$ cat src/rtl/core/ffba_pkg.sv
// ----------------------------------------------------------------------------
// ffba_pkg
// Shared types and constants of the first-fit block allocator.
// ----------------------------------------------------------------------------
package ffba_pkg;

  localparam int unsigned MAX_BLOCKS   = 64;
  localparam int unsigned IDX_W        = $clog2(MAX_BLOCKS);
  localparam int unsigned CNT_W        = $clog2(MAX_BLOCKS + 1);
  localparam int unsigned SIZE_W       = 27;
  localparam int unsigned ADDR_W       = 32;
  localparam logic [ADDR_W-1:0] HEADER_BYTES = 32'd32;
  localparam logic [SIZE_W-1:0] SIZE_MAX_REQ = 27'd100000000;

  typedef enum logic [1:0] {
    CMD_ALLOC   = 2'd0,
    CMD_FREE    = 2'd1,
    CMD_REALLOC = 2'd2,
    CMD_CALLOC  = 2'd3
  } cmd_e;

  typedef enum logic [2:0] {
    ST_OK       = 3'd0,
    ST_BAD_SIZE = 3'd1,
    ST_NO_MEM   = 3'd2,
    ST_FULL     = 3'd3,
    ST_UNKNOWN  = 3'd4
  } status_e;

  // update broadcast from the controller to the cells
  typedef struct packed {
    logic              create;
    logic [IDX_W-1:0]  create_idx;
    logic [ADDR_W-1:0] create_base;
    logic [SIZE_W-1:0] create_size;
    logic              clr_free;
    logic [IDX_W-1:0]  clr_idx;
    logic              set_free;
    logic [IDX_W-1:0]  set_idx;
  } cell_cmd_t;

  // search key shared by all cells
  typedef struct packed {
    logic              look;
    logic [ADDR_W-1:0] addr;
    logic [SIZE_W-1:0] size;
  } cell_key_t;

endpackage

$ cat src/rtl/core/ffba_cell.sv
// ----------------------------------------------------------------------------
// ffba_cell
// One block table entry; checks the passing probe and hands it to the next cell.
// ----------------------------------------------------------------------------
module ffba_cell import ffba_pkg::*; (
  input  logic              clk_i,
  input  logic              rst_ni,
  input  logic [IDX_W-1:0]  idx_i,
  input  logic [CNT_W-1:0]  count_i,
  input  cell_cmd_t         cmd_i,
  input  cell_key_t         key_i,
  input  logic              probe_i,
  input  logic              kill_i,
  output logic              probe_o,
  output logic              hit_o,
  output logic [SIZE_W-1:0] hit_size_o,
  output logic [ADDR_W-1:0] hit_base_o,
  output logic              hit_free_o
);

  logic              probe_q;
  logic [SIZE_W-1:0] size_q;
  logic [ADDR_W-1:0] base_q;
  logic              free_q;
  logic              in_use;
  logic              match;
  logic [ADDR_W:0]   payload;

  // a fresh probe entering the first cell must survive the end of the last search
  always_ff @(posedge clk_i or negedge rst_ni) begin
    if (!rst_ni) begin
      probe_q <= 1'b0;
    end else begin
      probe_q <= probe_i;
    end
  end

  always_ff @(posedge clk_i) begin
    if (cmd_i.create && cmd_i.create_idx == idx_i) begin
      size_q <= cmd_i.create_size;
      base_q <= cmd_i.create_base;
      free_q <= 1'b0;
    end else if (cmd_i.clr_free && cmd_i.clr_idx == idx_i) begin
      free_q <= 1'b0;
    end else if (cmd_i.set_free && cmd_i.set_idx == idx_i) begin
      free_q <= 1'b1;
    end
  end

  assign in_use  = {1'b0, idx_i} < count_i;
  assign payload = {1'b0, base_q} + {1'b0, HEADER_BYTES};
  assign match   = key_i.look ? (payload == {1'b0, key_i.addr})
                              : (free_q && size_q >= key_i.size);

  assign probe_o    = probe_q && !kill_i;
  assign hit_o      = probe_q && in_use && match;
  assign hit_size_o = hit_o ? size_q : '0;
  assign hit_base_o = hit_o ? base_q : '0;
  assign hit_free_o = hit_o && free_q;

endmodule

$ cat config.mk
export PLATFORM = sky130hd
export DESIGN_NAME = ffba_cell
export DESIGN_NICKNAME = d
export VERILOG_FILES = /design/src/rtl/core/ffba_pkg.sv /design/src/rtl/core/ffba_cell.sv
export SDC_FILE = /design/constraint.sdc
export NUM_CORES = 1
export LEC_CHECK = 0
export BUFFER_PORTS_ARGS = -buffer_cell sky130_fd_sc_hd__buf_2
export CORE_MARGIN = 5
export CORE_UTILIZATION = 50
export DETAILED_ROUTE_END_ITERATION = 12
export PLACE_DENSITY = 0.87
export SETUP_SLACK_MARGIN = 0.02
export SKIP_CTS_REPAIR_TIMING = 1
export SYNTH_ARGS = -nofsm -noshare
export SYNTH_HDL_FRONTEND = slang
export SYNTH_SLANG_ARGS = --single-unit
$ cat constraint.sdc
create_clock -name clk_i -period 3.36 [get_ports clk_i]
set_input_delay 0.504 -clock clk_i [delete_from_list [all_inputs] [get_ports clk_i]]
set_output_delay 0.504 -clock clk_i [all_outputs]
set_load 0.03 [all_outputs]
==> flow_summary_export.csv <==
group,metric,value,unit
detailed_routing,wl_per_cell,20.1,um
synthesis,synth_cell_type_count,61,
finish,syn2layout_area_growth,44.9,%
synthesis,synth_largest_area_cell,"edfxtp_1",
synthesis,ys_ff_latch,61,
critical_path,r2r_cells,2,
clock_network,clk_latency,350,ps
hold_path,hold_path_class,"primary input to flop",
global_route,grt_pass1_vias,5556,
synthesis,yosysTopAreaCellShare,31.9,%
floorplanning,pin_count,219,
detailed_routing,via_per_inst,5.83,
timing,hold_viol,0,
detailed_routing,drc_errors,0,
detailed_routing,antenna_left,0,
clock_network,cts_tree,"done",
power,peakVddDrop,0.204,mV
global_route,grtUsageTotal,24.5,%
critical_path,worstPathRequired,2860,ps
critical_path,cp-start-kind,"flop",
clock_network,cts_buffer_depth,2,
synthesis,synth_top_family_by_area,"compound AO/OA/AOI/OAI gates",
critical_path,rrSetupSlack,2630,ps
finish,final_net_count,1009,
timing,rsz0062_at_grt,"true",
clock_network,clk_pin_slew_worst_paths,70,ps
timing,hold_ws,259,ps
synthesis,syn_inst,563,
power,powerDensity,249,mW/mm2
clock_network,cts_buffers,9,
synthesis,synth_fp_nets,753,
floorplanning,die_area,0.0133,mm2
timing,worst_slack,-310,ps
detailed_routing,vias,5622,
timing,fin_crit_sh,109,%
timing,finClkSkew,0,ps
floorplanning,start_util,51.2,%
timing,slew_headroom,45.6,%
placed_design,dpl-instance-area,0.00692,mm2
critical_path,rr_endpoint,"free_q$_SDFFE_PP0P_",
finish,final_layout_size_suffix_gt1_share,45.1,%
synthesis,synth_warnings,0,
timing,slew_viol_final,0,
synthesis,yosysSeqAreaShare,32.7,%
synthesis,synth_xor_xnor_area_share,8.68,%
placed_design,place.gp.congestion,0.895,
placed_design,hpwl,13000,um
timing,tightest_slew,816,ps
timing,final-setup-viol-count,61,
critical_path,cp-end-kind,"output port",
clock_network,clock-root-buffer,"clkbuf_8",
clock_network,clock-sinks,61,
status,violations,"setup timing",
global_route,grt_max_degree,61,
detailed_routing,dr.pass1.iters,5,
synthesis,synth_flop_cell,"edfxtp_1",
global_route,overflow,0,
floorplanning,die_h,115,um
floorplanning,row_count,38,
critical_path,cp.arrival,3170,ps
synthesis,synthArstFlopShare,1.64,%
synthesis,synth_common_cells,"inv_1, nand2_1, edfxtp_1",
timing,fin_setup_tns,-14540,ps
global_route,antenna_found_initial,1,
synthesis,syn_area,0.00555,mm2
finish,stdcell_area,0.00805,mm2
critical_path,crit_path_end,"hit_base_o[11]",
synthesis,syn-mean-instance-area,9.86,um2
power,power.total,2.01,mW
critical_path,criticalPathCategory,"flop to output port",
critical_path,reg2reg_from,"free_q$_SDFFE_PP0P_",
synthesis,ys_top_cells_by_area,"edfxtp_1, o32ai_2, ha_1",
job,drv_cap,0,
power,leakagePower,3.46,nW
global_route,grt_pass1_wl,25700,um
clock_network,cts.htree.levels,3,
floorplanning,coreArea,0.0108,mm2
status,outcome,"finished, violations left",
critical_path,critPathMaxFanout,13,
critical_path,startpoint,"base_q[14]$_DFFE_PP_",
synthesis,post_synth_and_or_nand_nor_area_fraction,16.4,%
detailed_routing,drt_iter0_markers,350,
timing,min_period,3670,ps
detailed_routing,drt_wl_total,19300,um
timing,fmax,273,MHz
synthesis,synth_compound_area_share,25.0,%
floorplanning,die_x,115,um
placed_design,portBuffers,218,
synthesis,synthAdderAreaFrac,7.44,%
synthesis,synthMuxAreaShare,0.180,%
synthesis,synth-edff-count,59,
synthesis,synth_most_common_cell,"inv_1",
per-layer routing:
layer  vias to the layer above  wire length (um)  track usage, %
met5                         -                 0               0
met4                         0              1050            14.3
met3                        88              1560            5.05
met2                       324              9980            44.3
met1                      2624              6750            26.3
li1                       2586                 -               -
cells in the final DEF, fill, tap and decap left out, types with 20 or more instances in the layout:
cell type,netlist,final
ha_1,33,33
edfxtp_1,59,59
buf_4,3,80
inv_1,92,92
xnor2_1,35,35
o32ai_2,58,40
buf_6,6,28
buf_2,8,157
xor2_1,20,20
nand2_1,71,69
flip-flops by register name (all words and copies together), names as in the netlist:
signal / count
size_q: 27
probe_q: 1
free_q: 1
base_q: 32
cell families after synthesis:
group,after synthesis
and+or+nand+nor,167
buffers and inverters,125
AOI/OAI and AO/OA,121
DFF,61
xor gates and xnor gates,55
adders and majority gates,33
muxes,1
per-stage QoR:
step	setup slack, ps	utilization (%)	instances
after floorplan	132	-	563
after global placement	-22.5	63.8	917
after detailed placement	-81.0	63.8	917
after CTS	-478	65.7	932
after global routing	-437	74.2	964
final	-310	74.2	964
power by group:
part	switching [mW]	leakage [nW]	internal, mW	total, mW
registers	0.0164	0.551	0.848	0.865
logic	0.232	2.81	0.194	0.426
clock network	0.305	0.0998	0.410	0.715
worst max-delay path: stages, from the launching register on:
cell and delay [ps]:
edfxtp_1 480, nand3_4 150, buf_4 190, nor4_4 240, nor3_1 90, a221o_1 320
nor4_4 340, nand4_4 140, buf_12 170, clkbuf_16 180, o32ai_2 280, buf_4 210
final cells by class:
class	count	area (um2)
antenna	1	2.50
clock buffer	10	128
clock inverter	5	76.3
fill	715	2800
inverter	94	353
multi-input combinational	378	3580
sequential	61	1820
tap	140	175
timing repair buffer	275	1910
worst min path at each step:
stage,from,depth (start not counted),end
after global routing,probe_i,1,probe_q$_DFF_PN0_
after detailed placement,rst_ni,1,probe_q$_DFF_PN0_
after CTS,rst_ni,1,probe_q$_DFF_PN0_
after floorplan,rst_ni,0,probe_q$_DFF_PN0_
after global placement,rst_ni,1,probe_q$_DFF_PN0_
final,probe_i,1,probe_q$_DFF_PN0_
Note: power is estimated with default switching activity, not from simulation.
